File: src/hdl/diff_drive_odometry_macros.svh
// Assertion macros shared by the odometry RTL
`ifndef DIFF_DRIVE_ODOMETRY_MACROS_SVH
`define DIFF_DRIVE_ODOMETRY_MACROS_SVH

// Check that an implication holds at every clock edge outside reset
`define ODO_ASSERT_IMP(label, clk, rst_n, cond, prop, msg) \
label: assert property (@(posedge clk) disable iff (!rst_n) (cond) |-> (prop)) \
    else $error(msg);

// Check that a condition holds in the cycle after a trigger
`define ODO_ASSERT_NEXT(label, clk, rst_n, cond, prop, msg) \
label: assert property (@(posedge clk) disable iff (!rst_n) (cond) |=> (prop)) \
    else $error(msg);

`endif

File: src/hdl/ddo_pkg.sv
package ddo_pkg;

    localparam int CordicSteps = 24;
    localparam int StepW = $clog2(CordicSteps + 1);

    localparam logic signed [31:0] PiQ28 = 32'sd843314857;
    localparam logic signed [31:0] TwoPiQ28 = 32'sd1686629714;
    localparam logic signed [33:0] HalfPiQ30 = 34'sd1686629714;
    localparam logic signed [33:0] PiQ30 = 34'sd3373259428;
    localparam logic signed [33:0] CordicGain = 34'sd652032874;

    localparam logic [1:0] RegDist = 2'd0;
    localparam logic [1:0] RegInvTw = 2'd1;
    localparam logic [1:0] RegRate = 2'd2;

    typedef enum logic [3:0] {
        ST_IDLE,
        ST_DR,
        ST_DL,
        ST_DTH,
        ST_RS,
        ST_LS,
        ST_ANG,
        ST_CORDIC,
        ST_XSTEP,
        ST_YSTEP,
        ST_OUT
    } ddo_state_t;

    // CORDIC arctangent table, Q2.30
    function automatic logic signed [33:0] atan_q30(input logic [4:0] i);
        logic signed [33:0] v;
        begin
            unique case (i)
                5'd0: v = 34'sd843314857;
                5'd1: v = 34'sd497837829;
                5'd2: v = 34'sd263043837;
                5'd3: v = 34'sd133525159;
                5'd4: v = 34'sd67021687;
                5'd5: v = 34'sd33543516;
                5'd6: v = 34'sd16775851;
                5'd7: v = 34'sd8388437;
                5'd8: v = 34'sd4194283;
                5'd9: v = 34'sd2097149;
                5'd31: v = 34'sd0;
                default: v = 34'sd1 <<< (5'd30 - i);
            endcase
            atan_q30 = v;
        end
    endfunction

endpackage

File: src/hdl/ddo_cordic.sv
module ddo_cordic
    import ddo_pkg::*;
(
    input  logic                clk,
    input  logic                rst_n,
    input  logic                start,
    input  logic signed [33:0]  angle,
    output logic                done,
    output logic signed [33:0]  cos_out,
    output logic signed [33:0]  sin_out
);

    logic signed [33:0] x_reg, y_reg, z_reg;
    logic [StepW-1:0] step_reg;
    logic busy_reg, flip_reg, done_reg;
    logic signed [33:0] xs, ys;
    logic [4:0] idx;

    assign idx = 5'(step_reg);
    assign xs = x_reg >>> step_reg;
    assign ys = y_reg >>> step_reg;

    // Run one rotation step per cycle
    always_ff @(posedge clk or negedge rst_n)
    begin
        if (!rst_n)
        begin
            busy_reg <= 1'b0;
            done_reg <= 1'b0;
            step_reg <= '0;
        end
        else
        begin
            done_reg <= 1'b0;
            if (start)
            begin
                busy_reg <= 1'b1;
                step_reg <= '0;
                x_reg <= CordicGain;
                y_reg <= '0;
                if (angle > HalfPiQ30)
                begin
                    z_reg <= angle - PiQ30;
                    flip_reg <= 1'b1;
                end
                else if (angle < -HalfPiQ30)
                begin
                    z_reg <= angle + PiQ30;
                    flip_reg <= 1'b1;
                end
                else
                begin
                    z_reg <= angle;
                    flip_reg <= 1'b0;
                end
            end
            else if (busy_reg)
            begin
                if (step_reg == StepW'(CordicSteps))
                begin
                    busy_reg <= 1'b0;
                    done_reg <= 1'b1;
                end
                else
                begin
                    step_reg <= step_reg + 1'b1;
                    if (!z_reg[33])
                    begin
                        x_reg <= x_reg - ys;
                        y_reg <= y_reg + xs;
                        z_reg <= z_reg - atan_q30(idx);
                    end
                    else
                    begin
                        x_reg <= x_reg + ys;
                        y_reg <= y_reg - xs;
                        z_reg <= z_reg + atan_q30(idx);
                    end
                end
            end
        end
    end

    assign done = done_reg;
    assign cos_out = flip_reg ? -x_reg : x_reg;
    assign sin_out = flip_reg ? -y_reg : y_reg;

endmodule

File: config.mk
export PLATFORM = sky130hd
export DESIGN_NAME = ddo_cordic
export DESIGN_NICKNAME = d
export VERILOG_FILES = /design/src/hdl/diff_drive_odometry_macros.svh /design/src/hdl/ddo_pkg.sv /design/src/hdl/ddo_cordic.sv
export SDC_FILE = /design/constraint.sdc
export NUM_CORES = 1
export LEC_CHECK = 0
export BUFFER_PORTS_ARGS = -buffer_cell sky130_fd_sc_hd__buf_2
export CAP_MARGIN = 25
export CORE_MARGIN = 3
export CORE_UTILIZATION = 45
export DETAILED_ROUTE_END_ITERATION = 8
export PLACE_DENSITY = 0.76
export SYNTH_ARGS = -nofsm -noshare
export SYNTH_HDL_FRONTEND = slang
export SYNTH_SLANG_ARGS = --single-unit
File: constraint.sdc
create_clock -name clk -period 7.3 [get_ports clk]
set_input_delay 1.095 -clock clk [delete_from_list [all_inputs] [get_ports clk]]
set_output_delay 1.095 -clock clk [all_outputs]
set_load 0.01 [all_outputs]
==> reports/metrics.cfg, run 1 <==
[worst_setup_path]
worst_setup_path_start_kind = register
r2r_end = y_reg[33]
critical_path_required_ps = 7480
end_kind = register
rr_startpoint = idx[3]
r2r_setup_slack_ps = 330
arrival_ps = 7150
cp-startpoint = idx[3]
cp_max_fo = 49
r2r_cells = 25
critical_path_class = reg2reg
endpoint = y_reg[33]

[placement]
dpl.hpwl_microns = 61200
io_buffers = 105
placed_cells = 3179
place_area_sq_um = 21600
place.gp.congestion = 0.984

[floorplanning]
die_x_microns = 220
die_area_sq_um = 48300
core_area_sq_um = 44700
fp.dieH_microns = 220
core.rowCount = 77
io-pin-count = 106
start_util_pct = 46.0

[detailed_routing]
top_layer_used = met5
dr.first_iter.drc_count = 2275
wl_microns = 81000
num_vias = 21373
viasPerCell = 6.68
post_drt_wl_per_cell_microns = 25.3
ant_nets = 0
first_pass_iters = 8
drc = 0
wl_met2_microns = 38000
met1_length_microns = 32100
met3_wirelength_microns = 5950

[global_routing]
grt_max_degree = 77
grt_overflow = 0
grt_pass1_vias = 20310
antenna_found_initial = 2
track_usage_pct = 32.5
grt_pass1_wl_microns = 121000

[logic_synthesis]
synth_edf_count = 103
ys_seq_area_share_pct = 15.9
ys_ff_latch = 110
synth_nets = 2768
synth_cell_types = 93
synthesis.area_sq_um = 20600
ys.warnings.count = 0
avgSynthCellArea_sq_um = 7.87
synthFlopType = edfxtp_1
syn_inst = 2615
async_flop_share_pct = 6.36

[cells_and_area]
syn2layout_area_growth_pct = 7.01
multiInputGateArea_sq_um = 16100
regArea_sq_um = 3280
utilization_pct = 49.3
final_common_cell = nand2_1
final_area_sq_um = 22000
final_cell_mix = nand2_1, a21oi_1, nor2_1, xnor2_1, o21ai_0
final_cells = 3198
fillers = 4408
nets = 2753
layout-drive-gt1-share_pct = 14.5

[sta]
drv_slew = 0
clock_skew_ps = 12.5
whs_ps = 660
fin_crit_sh_pct = 95.5
hold_violations = 0
fmax_mhz = 143
fin_crit_ps = 6970
setup_violations = 0
tightest_slew_ps = 1030
slew_headroom_pct = 31.2
rsz0062_at_grt = true

[clock_network]
cts.path.max_buffers = 2
clkTransAtPathRegs_ps = 90
cts_made_buffers = 9
clock_latency_ps = 420
cts_tree = done
clockRootBuffer = clkbuf_16
htree_levels = 3
cts_sinks = 110

[hold_path]
hold_path.class = in2async

[power_and_ir_drop]
peakVddDrop_mv = 0.308
design_power_total_mw = 11.4
p_leak_nw = 8.43
powerDensity_nw_per_um2 = 519

[status]
outcome = completed

[job]
max_cap_viol_count = 0

## report_power, final
part / switching (mW) / leakage [nW] / total, mW / internal, mW
sequential: 0.699 / 1.09 / 1.86 / 1.16
clock: 0.298 / 0.155 / 0.573 / 0.275
combinational: 5.09 / 7.18 / 9.00 / 3.91
total: 6.09 / 8.43 / 11.4 / 5.35
## repair_timing
item | in CTS | in global routing
resized for setup | 0 | 10
setup endpoints to repair | 0 | 10
hold endpoints to repair | 0 | 0
buffers inserted | 0 | 1
hold buffers | 0 | 0
## logic make-up after synthesis
logic type	synth area share [%]
AND/OR/NAND/NOR	19.7
AO/OA/AOI/OAI	25.6
buffers and inverters	6.15
XOR/XNOR	11.3
multiplexers	14.2
adder cells (fa/ha/maj)	7.16
flip-flops	15.9
## area by class of cell
cell class	instances	share of cell area (%)
Antenna cell	1	0.0114
Clock buffer	9	1.02
Clock inverter	7	0.403
Inverter	69	1.18
Multi-Input combinational cell	2212	73.1
Sequential cell	110	14.9
Tap cell	592	3.36
Timing Repair Buffer	198	6.03
## stage by stage
step	TNS, ps	setup slack [ps]
floorplan	0	487
global placement	0	121
detailed placement	0	55.2
CTS	0	7.96
global route	-64.1	-64.1
finish	0	328
## synth_stat cells, types with 24 or more instances
cell type | count | area share (%)
a21oi_1 | 236 | 5.7
edfxtp_1 | 103 | 15
nand3_1 | 52 | 1.3
nand4_1 | 24 | 0.73
nor2_1 | 206 | 3.8
o21ai_0 | 160 | 3.9
clkbuf_1 | 147 | 2.7
a21o_1 | 62 | 2.3
or3_1 | 29 | 0.88
buf_2 | 32 | 0.78
mux2_2 | 43 | 2.4
inv_1 | 66 | 1.2
o21a_1 | 25 | 0.91
xor2_1 | 74 | 3.1
o22ai_1 | 30 | 0.91
nand2_1 | 251 | 4.6
and2_1 | 31 | 0.94
o211ai_1 | 28 | 1.0
nor3_1 | 52 | 1.3
o31ai_1 | 33 | 1.2
xnor2_1 | 191 | 8.1
mux2i_1 | 58 | 2.8
nor2b_1 | 29 | 0.88
ha_1 | 113 | 6.9
nand2b_1 | 35 | 1.1
mux4_2 | 70 | 7.7
buf_1 | 25 | 0.46
a31oi_1 | 39 | 1.2
## worst min path at each step
stage | from | to | slack (ps) | cells past startpoint
floorplan | busy_reg | done | 550 | 1
detailed placement | busy_reg | done | 650 | 1
finish | rst_n | idx[1] | 660 | 1
CTS | rst_n | idx[0] | 630 | 1
global placement | busy_reg | done | 640 | 1
global route | rst_n | idx[1] | 650 | 1
## layer usage
layer | track usage [%] | up-vias
met2 | 53.5 | 1112
li1 | - | 9756
met4 | 19.2 | 2
met3 | 4.19 | 212
met5 | 0 | -
met1 | 40.9 | 10291
## worst max-delay path, stage by stage (launching register included)
cell and delay, ps:
dfrtp_4 650, buf_12 340, mux4_2 550, mux2i_2 380, mux2_2 270, a32oi_1 220, nor4_4 410, nand3_2 290
nor3_1 370, nand2_1 160, nor4_1 360, nor2_1 90, xor2_1 170, ha_1 410, nand2_1 120, nor3b_2 290
and4_1 240, nand3_1 110, nand2_1 180, o41ai_1 90, buf_4 160, o2111ai_1 210, a31oi_1 130, xnor2_1 220
a21oi_1 90, a31o_1 200
(Power assumes the default switching activity.)
==> run 2, diff against run 1 <==
--- a/config.mk
+++ b/config.mk
@@ -5,6 +5,7 @@
 export SDC_FILE = /design/constraint.sdc
 export NUM_CORES = 1
 export LEC_CHECK = 0
+export ABC_AREA = 1
 export BUFFER_PORTS_ARGS = -buffer_cell sky130_fd_sc_hd__buf_2
 export CAP_MARGIN = 25
 export CORE_MARGIN = 3
==> run 2 against run 1 <==
Effect of this change: fmax up 18%; critical path depth up 3; final cell count up 29%; sequential cell count unchanged; clock skew up 2.9 ps; core utilization down 0.77 points; design area down 1.4%; register-to-register slack better by 1100 ps; synthesized cell count up 36%; sequential share of layout area up 0.16 points; critical path type unchanged; critical endpoint is now y_reg[28].
==> reports/metrics.cfg, run 2 <==
[logic_synthesis]
async_flop_share_pct = 6.36  ; unchanged
synthesis.area_sq_um = 20700  ; was 20,600 sq um
ys_seq_area_share_pct = 15.8  ; was 15.9%
avgSynthCellArea_sq_um = 5.83  ; was 7.87 sq um
yosys.area.top_type_share_pct = 16.7  ; was 15.0%
synth_common_cells = nand2_1, nand3_1, inv_1  ; was nand2_1, a21oi_1, nor2_1
synth_edf_count = 103  ; unchanged
yosys-top-cells-area = nand2_1, edfxtp_1, nand3_1  ; was edfxtp_1, xnor2_1, mux4_2
synthFlopType = edfxtp_1  ; unchanged
ys_ff_latch = 110  ; unchanged
synth_most_common_cell = nand2_1  ; unchanged
yosys.area.top_type = nand2_1  ; was edfxtp_1
synth_cell_types = 64  ; was 93
syn_inst = 3551  ; was 2,615
synth_nets = 3704  ; was 2,768
ys.warnings.count = 0  ; unchanged

[detailed_routing]
wl_microns = 68200  ; was 81,000 microns
top_layer_used = met4  ; was met5
post_drt_wl_per_cell_microns = 16.5  ; was 25.3 microns
met3_wirelength_microns = 4370  ; was 5950 microns
num_vias = 23566  ; was 21,373
first_pass_iters = 7  ; was 8
drc = 0  ; unchanged
dr.first_iter.drc_count = 2131  ; was 2,275
met1_length_microns = 28800  ; was 32,100 microns
ant_nets = 0  ; unchanged
viasPerCell = 5.69  ; was 6.68
wl_met2_microns = 32000  ; was 38,000 microns

[sta]
clock_skew_ps = 15.5  ; was 12.5 ps
fin_crit_sh_pct = 81.1  ; was 95.5%
fin_crit_ps = 5920  ; was 6970 ps
drv_slew = 0  ; unchanged
rsz0062_at_grt = false  ; was true
finalSetupTns_ps = 0  ; unchanged
setup_violations = 0  ; unchanged
hold_violations = 0  ; unchanged
slew_headroom_pct = 33.5  ; was 31.2%
fmax_mhz = 169  ; was 143 MHz
setup_ws_ps = 1380  ; was 328 ps
tightest_slew_ps = 996  ; was 1030 ps

[cells_and_area]
nets = 3695  ; was 2,753
final_area_sq_um = 21700  ; was 22,000 sq um
final_cell_mix = nand2_1, nand3_1, inv_1, nor2_1, a21oi_1  ; was nand2_1, a21oi_1, nor2_1, xnor2_1, o21ai_0
syn2layout_area_growth_pct = 4.91  ; was 7.01%
layout-drive-gt1-share_pct = 6.88  ; was 14.5%
final_common_cell = nand2_1  ; unchanged
antenna_cells = 0  ; was 1
fillers = 4889  ; was 4,408

[status]
outcome = completed  ; unchanged

[global_routing]
grt_max_degree = 70  ; was 77
grt_pass1_vias = 21502  ; was 20,310
grt_overflow = 0  ; unchanged
antenna_found_initial = 0  ; was 2
grt_pass1_wl_microns = 109000  ; was 121,000 microns
track_usage_pct = 27.6  ; was 32.5%

[clock_network]
cts_made_buffers = 9  ; unchanged
htree_levels = 3  ; unchanged
clkTransAtPathRegs_ps = 90  ; about the same
cts_tree = done  ; unchanged
hold_buffers = 0  ; unchanged
clock_latency_ps = 400  ; was 420 ps
cts_resized = 0  ; unchanged
cts.path.max_buffers = 2  ; unchanged
cts_setup_buffers = 0  ; unchanged
clockRootBuffer = clkbuf_16  ; unchanged
cts_sinks = 110  ; unchanged

[worst_setup_path]
max_stage_delay_ps = 580  ; was 650 ps
r2r_cells = 28  ; was 25
end_kind = register  ; unchanged
critical_path_required_ps = 7460  ; was 7480 ps
slowest_stage = dfrtp_2  ; was dfrtp_4
critical_path_class = reg2reg  ; unchanged
crit_buf_inv = 4  ; was 2
cp_max_fo = 39  ; was 49
r2r_end = y_reg[28]  ; was y_reg[33]
r2r_setup_slack_ps = 1380  ; was 330 ps
cpLargestDelayFamily = simple AND/OR/NAND/NOR gates  ; unchanged
worst_setup_path_start_kind = register  ; unchanged
critPathMostFrequentCell = nand2_1  ; unchanged
rr_startpoint = idx[1]  ; was idx[3]
arrival_ps = 6080  ; was 7150 ps

[floorplanning]
core_area_sq_um = 44800  ; was 44,700 sq um
start_util_pct = 46.2  ; was 46.0%
die_x_microns = 221  ; was 220 microns
core.rowCount = 77  ; unchanged
fp.dieH_microns = 221  ; was 220 microns
io-pin-count = 106  ; unchanged
die_area_sq_um = 48600  ; was 48,300 sq um

[job]
max_cap_viol_count = 0  ; unchanged

[placement]
io_buffers = 105  ; unchanged
dpl.hpwl_microns = 53500  ; was 61,200 microns
place_area_sq_um = 21400  ; was 21,600 sq um
place.gp.congestion = 0.969  ; was 0.984
place_worst_setup_slack_ps = 1130  ; was 55.2 ps

[hold_path]
hold_path.class = in2async  ; unchanged

-- run 2: cell types whose count changed after synthesis, sizes merged, moves of 31 or more --
cell,before,now
mux2,44,0
a21o,62,11
mux2i,58,0
xnor2,191,46
mux4,80,0
xor2,74,151
nand4,24,55
o21ai,162,261
nand2,251,933
nand3,53,427
clkbuf,151,68
inv,68,422
nor2,206,369
nand2b,35,0
-- run 2: cell type report --
| type | instances | area [sq um] | area share (%) |
|---|---|---|---|
| sequential | 110 | 3270 | 15.1 |
| inverter | 424 | 1600 | 7.38 |
| clock inverter | 6 | 46.3 | 0.213 |
| tap | 592 | 741 | 3.41 |
| timing repair buffer | 126 | 701 | 3.23 |
| clock buffer | 10 | 239 | 1.10 |
| multi-input combinational | 2871 | 15100 | 69.6 |
-- run 2: cell families (layout without fill, tap and decap cells) --
kind of cell | Yosys count | in the layout | synth area share (%)
flip-flops | 110 | 110 | 15.8
AO/OA/AOI/OAI | 654 | 654 | 17.6
adder cells (fa/ha/maj) | 116 | 116 | 7.12
buffers and inverters | 570 | 566 | 11.3
XOR/XNOR | 197 | 197 | 8.40
AND/OR/NAND/NOR | 1904 | 1904 | 39.8
-- run 2: worst max-delay path by stage --
stage / startpoint / end / slack, ps / cells past startpoint
floorplan: idx[1] / z_reg[28] / 2470 / 35
global placement: idx[0] / z_reg[28] / 1270 / 32
detailed placement: idx[0] / z_reg[24] / 1130 / 31
CTS: idx[0] / z_reg[24] / 1090 / 31
global route: idx[1] / y_reg[33] / 750 / 31
finish: idx[1] / y_reg[28] / 1380 / 28
-- run 2: layer usage --
layer / vias up / track usage (%)
met5: - / 0
met4: 0 / 11.5
met3: 176 / 3.63
met2: 891 / 47.6
met1: 10656 / 34.9
li1: 11843 / -
-- run 2: per-stage QoR --
stage               hold WS, ps  util [%]  instances
floorplan                   473         -       3551
global placement            511      47.8       4122
detailed placement          515      47.8       4122
CTS                         491      48.4       4138
global route                494      48.5       4139
finish                      506      48.5       4139
Power of run 2 is left out: the tool's default activity adds up to more than one toggle a clock period on the data nets, which glitch-free logic cannot reach.
